<file path="src/rtl/core/sensor_request_response_framer_core_macros.svh">
// assertion macros for the framer core
`ifndef SENSOR_REQUEST_RESPONSE_FRAMER_CORE_MACROS_SVH
`define SENSOR_REQUEST_RESPONSE_FRAMER_CORE_MACROS_SVH

`ifndef NO_ASSERTIONS

// same-cycle implication
`define SRRF_ASSERT_IMPLY(label, clk, rst_n, ante, cons, msg) \
	label: assert property (@(posedge clk) disable iff (!rst_n) (ante) |-> (cons)) \
		else $error(msg);

// next-cycle implication
`define SRRF_ASSERT_NEXT(label, clk, rst_n, ante, cons, msg) \
	label: assert property (@(posedge clk) disable iff (!rst_n) (ante) |=> (cons)) \
		else $error(msg);

`else

`define SRRF_ASSERT_IMPLY(label, clk, rst_n, ante, cons, msg)
`define SRRF_ASSERT_NEXT(label, clk, rst_n, ante, cons, msg)

`endif

`endif

</file>
<file path="src/rtl/core/srrf_pkg.sv">
package srrf_pkg;

	// item function codes
	typedef enum logic [1:0] {
		FUNC_START = 2'd0,
		FUNC_RX    = 2'd1,
		FUNC_TICK  = 2'd2,
		FUNC_NONE  = 2'd3
	} func_t;

	// transaction status codes
	typedef enum logic [1:0] {
		STAT_OK      = 2'd0,
		STAT_TIMEOUT = 2'd1,
		STAT_CORRUPT = 2'd2
	} status_t;

	// result kind codes
	localparam logic KIND_TX   = 1'b0;
	localparam logic KIND_DONE = 1'b1;

	localparam int REQ_LEN  = 7;
	localparam int BODY_LEN = 7;

	typedef logic [2:0] beat_idx_t;

	localparam beat_idx_t LAST_REQ_IDX = beat_idx_t'(REQ_LEN - 1);
	localparam beat_idx_t CKSUM_IDX    = beat_idx_t'(BODY_LEN - 1);

	localparam logic [7:0]  HDR_BYTE      = 8'hFF;
	localparam logic [15:0] TIMEOUT_RESET = 16'd10;
	localparam logic [15:0] TICK_MAX      = 16'hFFFF;

	// read request: header, id, length, read instruction, address, checksum
	localparam logic [7:0] REQ_ID    = 8'h00;
	localparam logic [7:0] REQ_LENF  = 8'h03;
	localparam logic [7:0] REQ_INSTR = 8'h02;
	localparam logic [7:0] REQ_ADDR  = 8'h00;
	localparam logic [7:0] REQ_CKSUM = ~(REQ_ID + REQ_LENF + REQ_INSTR + REQ_ADDR);

	localparam logic [7:0] REQ_BYTES [REQ_LEN] = '{
		HDR_BYTE, HDR_BYTE, REQ_ID, REQ_LENF, REQ_INSTR, REQ_ADDR, REQ_CKSUM
	};

	// result descriptor handed to the output stage
	typedef struct packed {
		logic        is_req;
		status_t     status;
		logic [31:0] value;
	} result_t;

	// engine status toward the pipeline control
	typedef struct packed {
		logic has_result;
		logic busy;
	} eng_flags_t;

endpackage

</file>
<file path="src/rtl/core/srrf_engine.sv">
module srrf_engine (
	input  logic                   clk,
	input  logic                   arst_n,
	input  logic                   go,
	input  logic [1:0]             func,
	input  logic [7:0]             rx_byte,
	input  logic [15:0]            timeout_ticks,
	output srrf_pkg::result_t      res,
	output srrf_pkg::eng_flags_t   flags
);

	logic                 busy_q, busy_d;
	logic                 header_q, header_d;
	logic                 prev_ff_q, prev_ff_d;
	srrf_pkg::beat_idx_t  count_q, count_d;
	logic [7:0]           sum_q, sum_d;
	logic [31:0]          shift_q, shift_d;
	logic [31:0]          good_q, good_d;
	logic [15:0]          tick_q, tick_d;
	logic [15:0]          tick_inc;
	logic                 hunt_clear;
	logic                 has_result;
	logic                 res_is_req;
	srrf_pkg::status_t    res_status;

	assign tick_inc = (tick_q == srrf_pkg::TICK_MAX) ? tick_q : tick_q + 16'd1;

	// next state and result for the item in the input register
	always_comb begin
		busy_d     = busy_q;
		header_d   = header_q;
		prev_ff_d  = prev_ff_q;
		count_d    = count_q;
		sum_d      = sum_q;
		shift_d    = shift_q;
		good_d     = good_q;
		tick_d     = tick_q;
		hunt_clear = 1'b0;
		has_result = 1'b0;
		res_is_req = 1'b0;
		res_status = srrf_pkg::STAT_OK;
		case (srrf_pkg::func_t'(func))
			srrf_pkg::FUNC_START: begin
				has_result = 1'b1;
				res_is_req = 1'b1;
				busy_d     = 1'b1;
				hunt_clear = 1'b1;
			end
			srrf_pkg::FUNC_RX: begin
				if (busy_q) begin
					if (!header_q) begin
						// header hunt
						if (prev_ff_q && rx_byte == srrf_pkg::HDR_BYTE) begin
							header_d  = 1'b1;
							count_d   = '0;
							sum_d     = '0;
							shift_d   = '0;
							prev_ff_d = 1'b0;
						end else begin
							prev_ff_d = (rx_byte == srrf_pkg::HDR_BYTE);
						end
					end else if (count_q < srrf_pkg::CKSUM_IDX) begin
						// body bytes: sum and shift in, newest on top
						sum_d   = sum_q + rx_byte;
						shift_d = {rx_byte, shift_q[31:8]};
						count_d = count_q + 3'd1;
					end else begin
						// checksum byte
						has_result = 1'b1;
						if (~sum_q == rx_byte) begin
							res_status = srrf_pkg::STAT_OK;
							good_d     = shift_q;
						end else begin
							res_status = srrf_pkg::STAT_CORRUPT;
						end
						busy_d     = 1'b0;
						hunt_clear = 1'b1;
					end
				end
			end
			srrf_pkg::FUNC_TICK: begin
				if (busy_q) begin
					if (tick_inc >= timeout_ticks) begin
						has_result = 1'b1;
						res_status = srrf_pkg::STAT_TIMEOUT;
						busy_d     = 1'b0;
						hunt_clear = 1'b1;
					end else begin
						tick_d = tick_inc;
					end
				end
			end
			default: begin
			end
		endcase
		if (hunt_clear) begin
			header_d  = 1'b0;
			prev_ff_d = 1'b0;
			count_d   = '0;
			sum_d     = '0;
			shift_d   = '0;
			tick_d    = '0;
		end
	end

	// state registers
	always_ff @(posedge clk or negedge arst_n) begin
		if (!arst_n) begin
			busy_q    <= 1'b0;
			header_q  <= 1'b0;
			prev_ff_q <= 1'b0;
			count_q   <= '0;
			sum_q     <= '0;
			shift_q   <= '0;
			good_q    <= '0;
			tick_q    <= '0;
		end else if (go) begin
			busy_q    <= busy_d;
			header_q  <= header_d;
			prev_ff_q <= prev_ff_d;
			count_q   <= count_d;
			sum_q     <= sum_d;
			shift_q   <= shift_d;
			good_q    <= good_d;
			tick_q    <= tick_d;
		end
	end

	// outputs
	assign res.is_req       = res_is_req;
	assign res.status       = res_status;
	assign res.value        = good_d;
	assign flags.has_result = has_result;
	assign flags.busy       = busy_q;

endmodule

</file>
<file path="src/rtl/core/sensor_request_response_framer_core.sv">
// path: an item enters the input register, then its result enters the result register
// throughput: one item per cycle unless a result waits; a start item holds the output
//   for seven beats, items behind it that make no result keep flowing, others wait
// reset: all framer state, the kept value and the pipeline clear; timeout_ticks resets to 10
`include "sensor_request_response_framer_core_macros.svh"

module sensor_request_response_framer_core (
	input  logic        clk,
	input  logic        arst_n,
	input  logic        in_valid,
	output logic        in_ready,
	input  logic [1:0]  func,
	input  logic [7:0]  rx_byte,
	output logic        out_valid,
	input  logic        out_ready,
	output logic        kind,
	output logic [7:0]  tx_byte,
	output logic        last,
	output logic [1:0]  status,
	output logic [31:0] value,
	input  logic        cfg_we,
	input  logic [15:0] cfg_wdata
);

	logic                  valid_s1;
	logic [1:0]            func_s1;
	logic [7:0]            rx_s1;
	logic                  adv_s1;
	logic                  out_free;
	logic                  out_final;
	logic [15:0]           timeout_q;
	srrf_pkg::result_t     eng_res;
	srrf_pkg::eng_flags_t  eng_flags;
	srrf_pkg::result_t     res_q;
	srrf_pkg::beat_idx_t   idx_q;
	logic                  out_valid_q;

	// timeout register
	always_ff @(posedge clk or negedge arst_n) begin
		if (!arst_n) begin
			timeout_q <= srrf_pkg::TIMEOUT_RESET;
		end else if (cfg_we) begin
			timeout_q <= cfg_wdata;
		end
	end

	// output stage frees up when empty or when its final beat is taken
	assign out_final = !res_q.is_req || idx_q == srrf_pkg::LAST_REQ_IDX;
	assign out_free  = !out_valid_q || (out_ready && out_final);
	assign adv_s1    = valid_s1 && (!eng_flags.has_result || out_free);
	assign in_ready  = !valid_s1 || adv_s1;

	// input register
	always_ff @(posedge clk or negedge arst_n) begin
		if (!arst_n) begin
			valid_s1 <= 1'b0;
		end else if (in_valid && in_ready) begin
			valid_s1 <= 1'b1;
		end else if (adv_s1) begin
			valid_s1 <= 1'b0;
		end
	end

	always_ff @(posedge clk) begin
		if (in_valid && in_ready) begin
			func_s1 <= func;
			rx_s1   <= rx_byte;
		end
	end

	srrf_engine u_engine (
		.clk           (clk),
		.arst_n        (arst_n),
		.go            (adv_s1),
		.func          (func_s1),
		.rx_byte       (rx_s1),
		.timeout_ticks (timeout_q),
		.res           (eng_res),
		.flags         (eng_flags)
	);

	// result register and request burst counter
	always_ff @(posedge clk or negedge arst_n) begin
		if (!arst_n) begin
			out_valid_q <= 1'b0;
			idx_q       <= '0;
		end else if (adv_s1 && eng_flags.has_result) begin
			out_valid_q <= 1'b1;
			idx_q       <= '0;
		end else if (out_valid_q && out_ready) begin
			if (out_final) begin
				out_valid_q <= 1'b0;
			end else begin
				idx_q <= idx_q + 3'd1;
			end
		end
	end

	always_ff @(posedge clk) begin
		if (adv_s1 && eng_flags.has_result) begin
			res_q <= eng_res;
		end
	end

	// result beat fields
	assign out_valid = out_valid_q;
	assign kind      = res_q.is_req ? srrf_pkg::KIND_TX : srrf_pkg::KIND_DONE;
	assign tx_byte   = res_q.is_req ? srrf_pkg::REQ_BYTES[idx_q] : 8'h00;
	assign last      = res_q.is_req && idx_q == srrf_pkg::LAST_REQ_IDX;
	assign status    = res_q.is_req ? 2'(srrf_pkg::STAT_OK) : 2'(res_q.status);
	assign value     = res_q.value;

	`SRRF_ASSERT_NEXT(a_burst_step, clk, arst_n, out_valid_q && out_ready && !out_final && !(adv_s1 && eng_flags.has_result), out_valid_q && idx_q == 3'($past(idx_q) + 3'd1), "request burst did not step")
	`SRRF_ASSERT_NEXT(a_stall_hold, clk, arst_n, out_valid_q && !out_ready, out_valid_q && $stable(idx_q) && $stable(res_q), "stalled result beat changed")
	`SRRF_ASSERT_NEXT(a_done_idle, clk, arst_n, adv_s1 && eng_flags.has_result && !eng_res.is_req, !eng_flags.busy, "engine still busy after done result")
	`SRRF_ASSERT_NEXT(a_start_busy, clk, arst_n, adv_s1 && eng_res.is_req && eng_flags.has_result, eng_flags.busy, "engine not busy after start")

endmodule
</file>
<file path="config.mk">
export PLATFORM = sky130hd
export DESIGN_NAME = sensor_request_response_framer_core
export DESIGN_NICKNAME = d
export VERILOG_FILES = /design/src/rtl/core/srrf_pkg.sv /design/src/rtl/core/srrf_engine.sv /design/src/rtl/core/sensor_request_response_framer_core.sv
export VERILOG_INCLUDE_DIRS = /design/src /design/src/rtl/core
export SDC_FILE = /design/constraint.sdc
export NUM_CORES = 1
export LEC_CHECK = 0
export ABC_AREA = 0
export BUFFER_PORTS_ARGS = -buffer_cell sky130_fd_sc_hd__buf_2
export CORE_UTILIZATION = 52
export DETAILED_ROUTE_END_ITERATION = 8
export PLACE_DENSITY = 0.77
export SKIP_CTS_REPAIR_TIMING = 1
export SYNTH_ARGS = -nofsm -noshare
export SYNTH_HDL_FRONTEND = slang
export SYNTH_SLANG_ARGS = --single-unit
</file>
<file path="constraint.sdc">
create_clock -name clk -period 7.3 [get_ports clk]
set_clock_uncertainty 0.2 [all_clocks]
set_input_delay 1.095 -clock clk [delete_from_list [all_inputs] [get_ports clk]]
set_output_delay 1.095 -clock clk [all_outputs]
set_load 0.05 [all_outputs]
</file>
==> summary.log, run 1 <==
INFO  outcome        run_status=complete, but fails checks
INFO  outcome        violations=design-rule violations
INFO  die            num_rows=44
INFO  placement      place.port_buffers=76
INFO  die            initial_core_util=53.61%
INFO  cts            cts-root-to-sink-buffers=2
INFO  sta            final_hold_viol_count=0
INFO  cts            clock_slew_seen_by_the_registers_of_the_worst_setup_and_hold_paths=0.07ns
INFO  power          leakage=3.979nW
INFO  worst_setup_path worst_path_most_repeated_cell=sky130_fd_sc_hd__nand3_1
INFO  cts            cts.htree.levels=4
INFO  logic_synthesis synthesis.instances=635
INFO  logic_synthesis yosys_warnings=0
INFO  sta            relative_slew_slack=23.00%
INFO  worst_setup_path worst_ep_arrival_time=4.71ns
INFO  global_routing vias_in_the_first_global_route=4979
INFO  power          power.density_cell_area=266.4nW/um^2
INFO  sta            finalCriticalPeriod=6.007ns
INFO  drt            drcViolationCount=10
INFO  sta            grt_setup_unrepaired=false
INFO  drt            vias=4982
INFO  die            design.die.area=15590um^2
INFO  layout         area_taken_by_multi_input_logic_gates=3095um^2
INFO  drt            firstDrtPassIters=9
INFO  logic_synthesis ys_seq_elements=160
INFO  global_routing initial_antenna_violation_count=1
INFO  placement      post-place-cells=836
INFO  global_routing grt_first_pass_wirelength=25240um
INFO  placement      hpwlAfterDp=9912um
INFO  logic_synthesis synth.top_cell.area_share=36.02%
INFO  global_routing grt.overflow.total=0
INFO  die            core_box_area=14640um^2
INFO  layout         instances_no_fill=869
INFO  layout         fill_cells=1179
INFO  cts            cts-buffers-inserted=17
INFO  power          ir_worst_vdd=0.1882mV
INFO  cts            insertion_delay=0.43ns
INFO  worst_setup_path worst-setup-path-type=reg -> out
INFO  global_routing global_route.usage.total=20.63%
INFO  placement      globalplace.congestion=0.8341
INFO  worst_setup_path cp_top_family=simple AND/OR/NAND/NOR gates
INFO  global_routing pin_count_of_the_biggest_net_entering_global_routing=68
INFO  power          total_power=2.300mW
INFO  worst_setup_path timing.critical_path.required=6.00ns
INFO  die            fp.dieH=124.9um
INFO  run            maxCapViolations=0
INFO  drt            drtIter0Drc=353
INFO  sta            tns=0ns
INFO  cts            clock_sink_count=160
INFO  logic_synthesis ys_dominant_reg_cell=sky130_fd_sc_hd__dfrtp_1
INFO  layout         final_layout_size_suffix_gt1_share=32.02%
INFO  cts            cts.root.buffer_cell=sky130_fd_sc_hd__clkbuf_16
INFO  placement      area_post_placement=8068um^2
INFO  logic_synthesis mappedNetlistNets=701
INFO  sta            max_slew.worst_pin.slew=1.149ns
INFO  sta            fmaxAchievable=0.1665GHz
INFO  layout         utilization=58.96%
INFO  layout         register_cell_area_after_layout=4232um^2
INFO  logic_synthesis yosysUniqueCellTypes=61
INFO  logic_synthesis ys_top_cells_by_count=sky130_fd_sc_hd__dfrtp_1, sky130_fd_sc_hd__mux2_2, sky130_fd_sc_hd__edfxtp_1, sky130_fd_sc_hd__nand2_1, sky130_fd_sc_hd__buf_4
INFO  worst_setup_path end_kind=output port
INFO  logic_synthesis synth.top_cells.by_area=sky130_fd_sc_hd__dfrtp_1, sky130_fd_sc_hd__edfxtp_1, sky130_fd_sc_hd__mux2_2
INFO  worst_setup_path critical_path.max_stage_delay=0.51ns
INFO  worst_setup_path critPathLaunchType=flop
INFO  logic_synthesis synthMostInstantiatedCell=sky130_fd_sc_hd__dfrtp_1
INFO  worst_setup_path crit_path_top_delay_cell=sky130_fd_sc_hd__nor3_1
INFO  worst_setup_path cp_cell_sequence=nand3_1 -> nor2_1 -> nand3_1 -> nor3_1 -> nor3_1 -> nand3_1 -> xnor2_1 -> ha_1 -> nand4_1 -> a211o_1 -> o211a_1 -> or3_4 -> a21oi_4 -> nand3_1 -> buf_2
INFO  drt            wire_per_inst=17.12um
INFO  sta            maxSlewViolCount=0
INFO  die            top_level_ports=77
INFO  die            die_width=124.9um
INFO  logic_synthesis ys_async_sr_fraction=71.88%
INFO  logic_synthesis synth_top_area_cell=sky130_fd_sc_hd__dfrtp_1
INFO  worst_setup_path critical_path_fanouts_max=12
INFO  layout         finish.net_count=737
INFO  drt            vias_per_cell=5.733
INFO  worst_setup_path crit_buf_inv=1
INFO  sta            setup_violations=0
INFO  layout         post-route-cell-area=8635um^2
INFO  logic_synthesis synth.yosys.seq_area_share=53.91%
INFO  logic_synthesis synth_area=7850um^2
INFO  sta            final_min_period_over_clock_period=82.29%
INFO  layout         area_added_between_synthesis_and_finish=9.994%
INFO  worst_hold_path worst_hold_path_type=reg -> reg
INFO  drt            antenna_violating_nets_post_route=0
INFO  logic_synthesis synthesis.area_per_instance=12.36um^2
INFO  drt            wirelength=14880um
INFO  logic_synthesis synth_edf_count=45
INFO  cts            tritoncts_clock_tree=done
-- path summary, 6_finish.rpt --
check	start	to	slack (ns)	cells past startpoint
max reg2reg	u_engine.tick_q[4]	value[8]	1.99	14
max	u_engine.tick_q[4]	in_ready	1.29	15
min reg2reg	u_engine.good_q[17]	u_engine.good_q[17]	0.29	1
min	u_engine.good_q[17]	u_engine.good_q[17]	0.29	1
max in group asynchronous	arst_n	u_engine.good_q[13]	5.14	2
min in group asynchronous	arst_n	timeout_q[15]	0.57	1
-- routing by layer --
| metal | up-vias | GRT usage, % | share of wire (%) |
|---|---|---|---|
| met5 | - | 0 | 0 |
| met4 | 0 | 7.532 | 1.5 |
| met3 | 19 | 4.081 | 4.0 |
| met2 | 122 | 32.29 | 48 |
| met1 | 2486 | 28.60 | 46 |
| li1 | 2355 | - | - |
-- worst register-to-register path: stages (launching register included) --
cell                      delay (ns)
sky130_fd_sc_hd__dfrtp_1        0.45
sky130_fd_sc_hd__nand3_1        0.15
sky130_fd_sc_hd__nor2_1         0.23
sky130_fd_sc_hd__nand3_1        0.19
sky130_fd_sc_hd__nor3_1         0.51
sky130_fd_sc_hd__nor3_1         0.23
sky130_fd_sc_hd__nand3_1        0.20
sky130_fd_sc_hd__xnor2_1        0.09
sky130_fd_sc_hd__ha_1           0.32
sky130_fd_sc_hd__nand4_1        0.14
sky130_fd_sc_hd__a211o_1        0.25
sky130_fd_sc_hd__o211a_1        0.25
sky130_fd_sc_hd__or3_4          0.44
sky130_fd_sc_hd__a21oi_4        0.40
sky130_fd_sc_hd__and3_2         0.87
-- kinds of logic (layout without fill, tap and decap cells) --
logic type | after synthesis | in the layout | synth area share [%]
AO/OA/AOI/OAI | 143 | 143 | 13.99
buffers and inverters | 89 | 138 | 6.822
AND/OR/NAND/NOR | 122 | 122 | 7.890
multiplexers | 67 | 67 | 9.595
other | 0 | 1 | 0
adder cells (fa/ha/maj) | 35 | 35 | 5.674
XOR/XNOR | 19 | 19 | 2.120
flip-flops | 160 | 160 | 53.91
-- cell type report --
class / instances / area share, %
sequential: 160 / 49.01
multi-input combinational: 386 / 35.85
clock buffer: 19 / 5.130
timing repair buffer: 80 / 4.782
tap: 184 / 2.666
clock inverter: 13 / 1.406
inverter: 26 / 1.130
antenna: 1 / 0.02898
-- report_power, final --
| part | internal, mW | total (mW) | switching, mW |
|---|---|---|---|
| registers | 0.992 | 1.06 | 0.0713 |
| clock network | 0.458 | 0.838 | 0.380 |
| logic | 0.146 | 0.399 | 0.252 |
-- layout by cell type, fill, tap and decap left out, types with 6 or more instances in the layout --
cell type / synthesis / final
sky130_fd_sc_hd__a22o_1: 20 / 20
sky130_fd_sc_hd__buf_2: 2 / 75
sky130_fd_sc_hd__a31oi_1: 6 / 6
sky130_fd_sc_hd__nor3_1: 6 / 6
sky130_fd_sc_hd__xor2_1: 6 / 6
sky130_fd_sc_hd__mux2_1: 9 / 9
sky130_fd_sc_hd__mux2_2: 57 / 57
sky130_fd_sc_hd__nand2_1: 39 / 39
sky130_fd_sc_hd__ha_1: 34 / 34
sky130_fd_sc_hd__a21oi_1: 20 / 20
sky130_fd_sc_hd__a22o_2: 31 / 31
sky130_fd_sc_hd__clkbuf_16: 0 / 17
sky130_fd_sc_hd__nand4_1: 6 / 6
sky130_fd_sc_hd__nor2_1: 20 / 20
sky130_fd_sc_hd__dfrtp_1: 113 / 113
sky130_fd_sc_hd__xnor2_1: 13 / 13
sky130_fd_sc_hd__nand3_1: 16 / 16
sky130_fd_sc_hd__inv_1: 26 / 26
sky130_fd_sc_hd__o21ai_0: 25 / 25
sky130_fd_sc_hd__edfxtp_1: 45 / 45
-- through the flow --
step	setup slack, ns	hold slack (ns)
5_1_grt	0.9503	0.2995
3_5_place_dp	1.846	0.2708
4_1_cts	1.364	0.2861
2_1_floorplan	2.271	0.2541
6_report	1.293	0.2856
3_3_place_gp	2.049	0.2632
-- sequential cells by signal, summed over array words and instances, names as in the netlist, 3 cells and up --
signal,count
u_engine.tick_q,16
u_engine.good_q,32
value,32
u_engine.count_q,3
res_q,3
u_engine.shift_q,32
rx_s1,8
idx_q,3
u_engine.sum_q,8
timeout_q,16
No activity file was read; power rests on OpenSTA's default activity.
==> run 2: changes to the inputs <==
ABC_AREA = 1   (was 0)
PLACE_DENSITY = 0.79   (was 0.77)
clock period = 5.2 ns   (was 7.3 ns; I/O delays follow)
==> summary.log, run 2 <==
INFO  logic_synthesis yosysUniqueCellTypes=43
INFO  drt            firstDrtPassIters=5
INFO  worst_setup_path cp_cell_sequence=ha_1 -> nand3_1 -> nor2_2 -> inv_1 -> nor2_2 -> nand2_1 -> nor2_2 -> nand2_2 -> nand2_1 -> xor2_1 -> inv_1 -> ha_1 -> nand2_1 -> nand2_1 -> nand2_1 -> a21oi_1 -> nor2_1 -> nand3_1 -> nand3_2 -> nand2_4 -> nand2_2 -> inv_2 -> nand3_2 -> buf_4
INFO  run            maxCapViolations=0
INFO  cts            cts.root.buffer_cell=sky130_fd_sc_hd__clkbuf_16
INFO  layout         most-common-layout-cells=sky130_fd_sc_hd__nand2_1, sky130_fd_sc_hd__dfrtp_1, sky130_fd_sc_hd__nor2_1
INFO  power          ir_worst_vdd=0.2587mV
INFO  sta            final_hold_viol_count=0
INFO  logic_synthesis synth.top_cell.area_share=32.74%
INFO  drt            wirelength=17340um
INFO  logic_synthesis compound_gate_portion_of_the_synthesized_area=3.259%
INFO  die            design.die.area=17130um^2
INFO  sta            setup_violations=0
INFO  layout         final_common_cell=sky130_fd_sc_hd__nand2_1
INFO  power          power.density_cell_area=340.2nW/um^2
INFO  sta            tns=0ns
INFO  logic_synthesis yosys-mux-area-fraction=4.302%
INFO  logic_synthesis synth.yosys.seq_area_share=48.99%
INFO  drt            vias_per_cell=5.273
INFO  die            num_rows=46
INFO  logic_synthesis mappedNetlistNets=1061
INFO  worst_setup_path worst-setup-path-type=reg -> out
INFO  placement      pre_cts_ws=0.6379ns
INFO  sta            fin_hold_ws=0.2767ns
INFO  worst_setup_path r2r-start=u_engine.tick_q[1]
INFO  worst_setup_path critical_path_fanouts_max=9
INFO  layout         area_added_between_synthesis_and_finish=9.373%
INFO  sta            final_min_period_over_clock_period=92.54%
INFO  logic_synthesis synthesis.instances=995
INFO  worst_setup_path critical_path.max_stage_delay=0.44ns
INFO  logic_synthesis synth_edf_count=45
INFO  logic_synthesis dominant_combinational_cell_family_by_area_after_synthesis=simple AND/OR/NAND/NOR gates
INFO  worst_setup_path crit_path_top_delay_cell=sky130_fd_sc_hd__dfrtp_1
INFO  logic_synthesis synthAdderAreaFrac=5.157%
INFO  logic_synthesis ys_dominant_reg_cell=sky130_fd_sc_hd__dfrtp_1
INFO  worst_setup_path reg2reg_setup_slack=0.48ns
INFO  logic_synthesis ys_top_cells_by_count=sky130_fd_sc_hd__nand2_1, sky130_fd_sc_hd__dfrtp_1, sky130_fd_sc_hd__nor2_1, sky130_fd_sc_hd__inv_1, sky130_fd_sc_hd__nand4_1
INFO  worst_setup_path worstRegToRegCells=28
INFO  cts            clock_slew_seen_by_the_registers_of_the_worst_setup_and_hold_paths=0.07ns
INFO  sta            max_slew.worst_pin.slew=0.9112ns
INFO  layout         fill_cells=1379
INFO  global_routing pin_count_of_the_biggest_net_entering_global_routing=71
INFO  layout         utilization=58.83%
INFO  worst_setup_path rr_endpoint=u_engine.shift_q[22]
INFO  cts            cts-buffers-inserted=17
INFO  drt            antenna_violating_nets_post_route=0
INFO  logic_synthesis ys_seq_elements=160
INFO  die            fp.dieH=130.9um
INFO  sta            finalCriticalPeriod=4.812ns
INFO  placement      hpwlAfterDp=11220um
INFO  global_routing grt.overflow.total=0
INFO  placement      globalplace.congestion=0.8882
INFO  sta            setup_ws=0.3879ns
INFO  logic_synthesis synth_area=8637um^2
INFO  global_routing global_route.usage.total=22.23%
INFO  global_routing initial_antenna_violation_count=0
INFO  sta            relative_slew_slack=39.25%
INFO  global_routing grt_first_pass_wirelength=29470um
INFO  worst_hold_path worst_hold_path_type=in -> async
INFO  logic_synthesis synth_top_area_cell=sky130_fd_sc_hd__dfrtp_1
INFO  die            die_width=130.9um
INFO  placement      place.port_buffers=76
INFO  cts            cts.htree.levels=4
INFO  worst_setup_path worst_path_most_repeated_cell=sky130_fd_sc_hd__nand2_1
INFO  power          leakage=4.825nW
INFO  worst_setup_path worst_ep_arrival_time=3.83ns
INFO  logic_synthesis synth.top_cells.by_area=sky130_fd_sc_hd__dfrtp_1, sky130_fd_sc_hd__edfxtp_1, sky130_fd_sc_hd__nand2_1
INFO  drt            drcViolationCount=0
INFO  global_routing vias_in_the_first_global_route=6062
INFO  logic_synthesis synth_simple_gate_area_share=27.83%
INFO  sta            grt_setup_unrepaired=false
INFO  worst_setup_path timing.critical_path.required=4.22ns
INFO  cts            cts-root-to-sink-buffers=2
INFO  drt            wire_per_inst=13.87um
INFO  cts            clock_sink_count=160
INFO  die            top_level_ports=77
INFO  layout         instances_no_fill=1250
INFO  cts            tritoncts_clock_tree=done
INFO  drt            drtIter0Drc=547
INFO  placement      post-place-cells=1218
INFO  layout         final_layout_size_suffix_gt1_share=17.41%
INFO  layout         finish.net_count=1087
INFO  die            core_box_area=16060um^2
INFO  sta            maxSlewViolCount=0
INFO  logic_synthesis synthesis.area_per_instance=8.680um^2
INFO  logic_synthesis ys_async_sr_fraction=71.88%
INFO  worst_setup_path end_kind=output port
INFO  drt            vias=6591
INFO  logic_synthesis synthMostInstantiatedCell=sky130_fd_sc_hd__nand2_1
INFO  layout         antenna_cells_inserted=0
INFO  worst_setup_path critPathLaunchType=flop
INFO  logic_synthesis yosys_warnings=0
INFO  outcome        run_status=finished clean
INFO  die            initial_core_util=53.79%
INFO  cts            insertion_delay=0.43ns
INFO  logic_synthesis synth_xor_area_share=1.217%
INFO  sta            fmaxAchievable=0.2078GHz
run 2: changes by cell type after synthesis, sizes merged, moves of 6 or more:
cell and delta:
xnor2 -13, buf +22, nand3 +27, clkbuf -6
nand2 +319, mux2 -33, nor2 +61, inv +43
a22o -51, xor2 +6, a31oi -6, nand4 +45
and3 -6
run 2: where the power goes:
| part | switching, mW | internal [mW] | leakage [nW] | total [mW] |
|---|---|---|---|---|
| Sequential | 0.0442 | 1.35 | 1.95 | 1.39 |
| Combinational | 0.398 | 0.140 | 2.58 | 0.538 |
| Clock | 0.544 | 0.738 | 0.299 | 1.28 |
| Total | 0.986 | 2.23 | 4.82 | 3.21 |
run 2: cells by family (layout without fill, tap and decap cells):
family | after synthesis | after routing
DFF | 160 | 160
muxes | 33 | 33
AOI/OAI and AO/OA | 52 | 52
adders and majority gates | 35 | 35
buffers and inverters | 149 | 188
and+or+nand+nor | 554 | 554
xor gates and xnor gates | 12 | 12
run 2: area by class of cell:
class / instances / area, um^2 / area share (%)
flip-flops and latches: 160 / 4232 / 44.79
well taps: 216 / 270.3 / 2.861
repair buffers: 86 / 460.4 / 4.874
inverters: 70 / 262.8 / 2.781
multi-input cells: 686 / 3612 / 38.24
clock buffers: 18 / 439.2 / 4.649
clock inverters: 14 / 170.2 / 1.801
run 2: worst max path at each step:
stage	start	end	slack (ns)	depth (start not counted)
detailed placement	u_engine.tick_q[1]	u_engine.count_q[1]	0.64	28
finish	u_engine.tick_q[1]	in_ready	0.39	24
floorplan	u_engine.tick_q[0]	in_ready	1.0	24
CTS	u_engine.tick_q[1]	in_ready	0.29	25
global placement	u_engine.tick_q[1]	u_engine.shift_q[29]	0.77	28
global route	u_engine.tick_q[0]	u_engine.count_q[0]	0.06	29
run 2: critical path: cells and delay by family, from the launching register on:
kind / cells / cell delay [ns]
adder cells (fa/ha/maj): 2 / 0.52
buffers and inverters: 4 / 0.50
flip-flops: 1 / 0.44
AO/OA/AOI/OAI: 1 / 0.12
AND/OR/NAND/NOR: 16 / 1.63
XOR/XNOR: 1 / 0.19
run 2: layer usage:
metal	vias to the layer above	wire, um	global-route usage, %	part of all wire, %
met5	-	0	0	0
met4	0	363	8.790	2.1
met3	26	890	3.909	5.1
met2	202	7748	34.24	45
met1	3104	8339	31.27	48
li1	3259	-	-	-
run 2: per-stage QoR:
step	power, mW	instance area (um^2)
floorplan	1.853	8637
global placement	1.938	8830
detailed placement	1.950	8830
CTS	3.230	9439
global route	3.357	9447
finish	3.213	9447
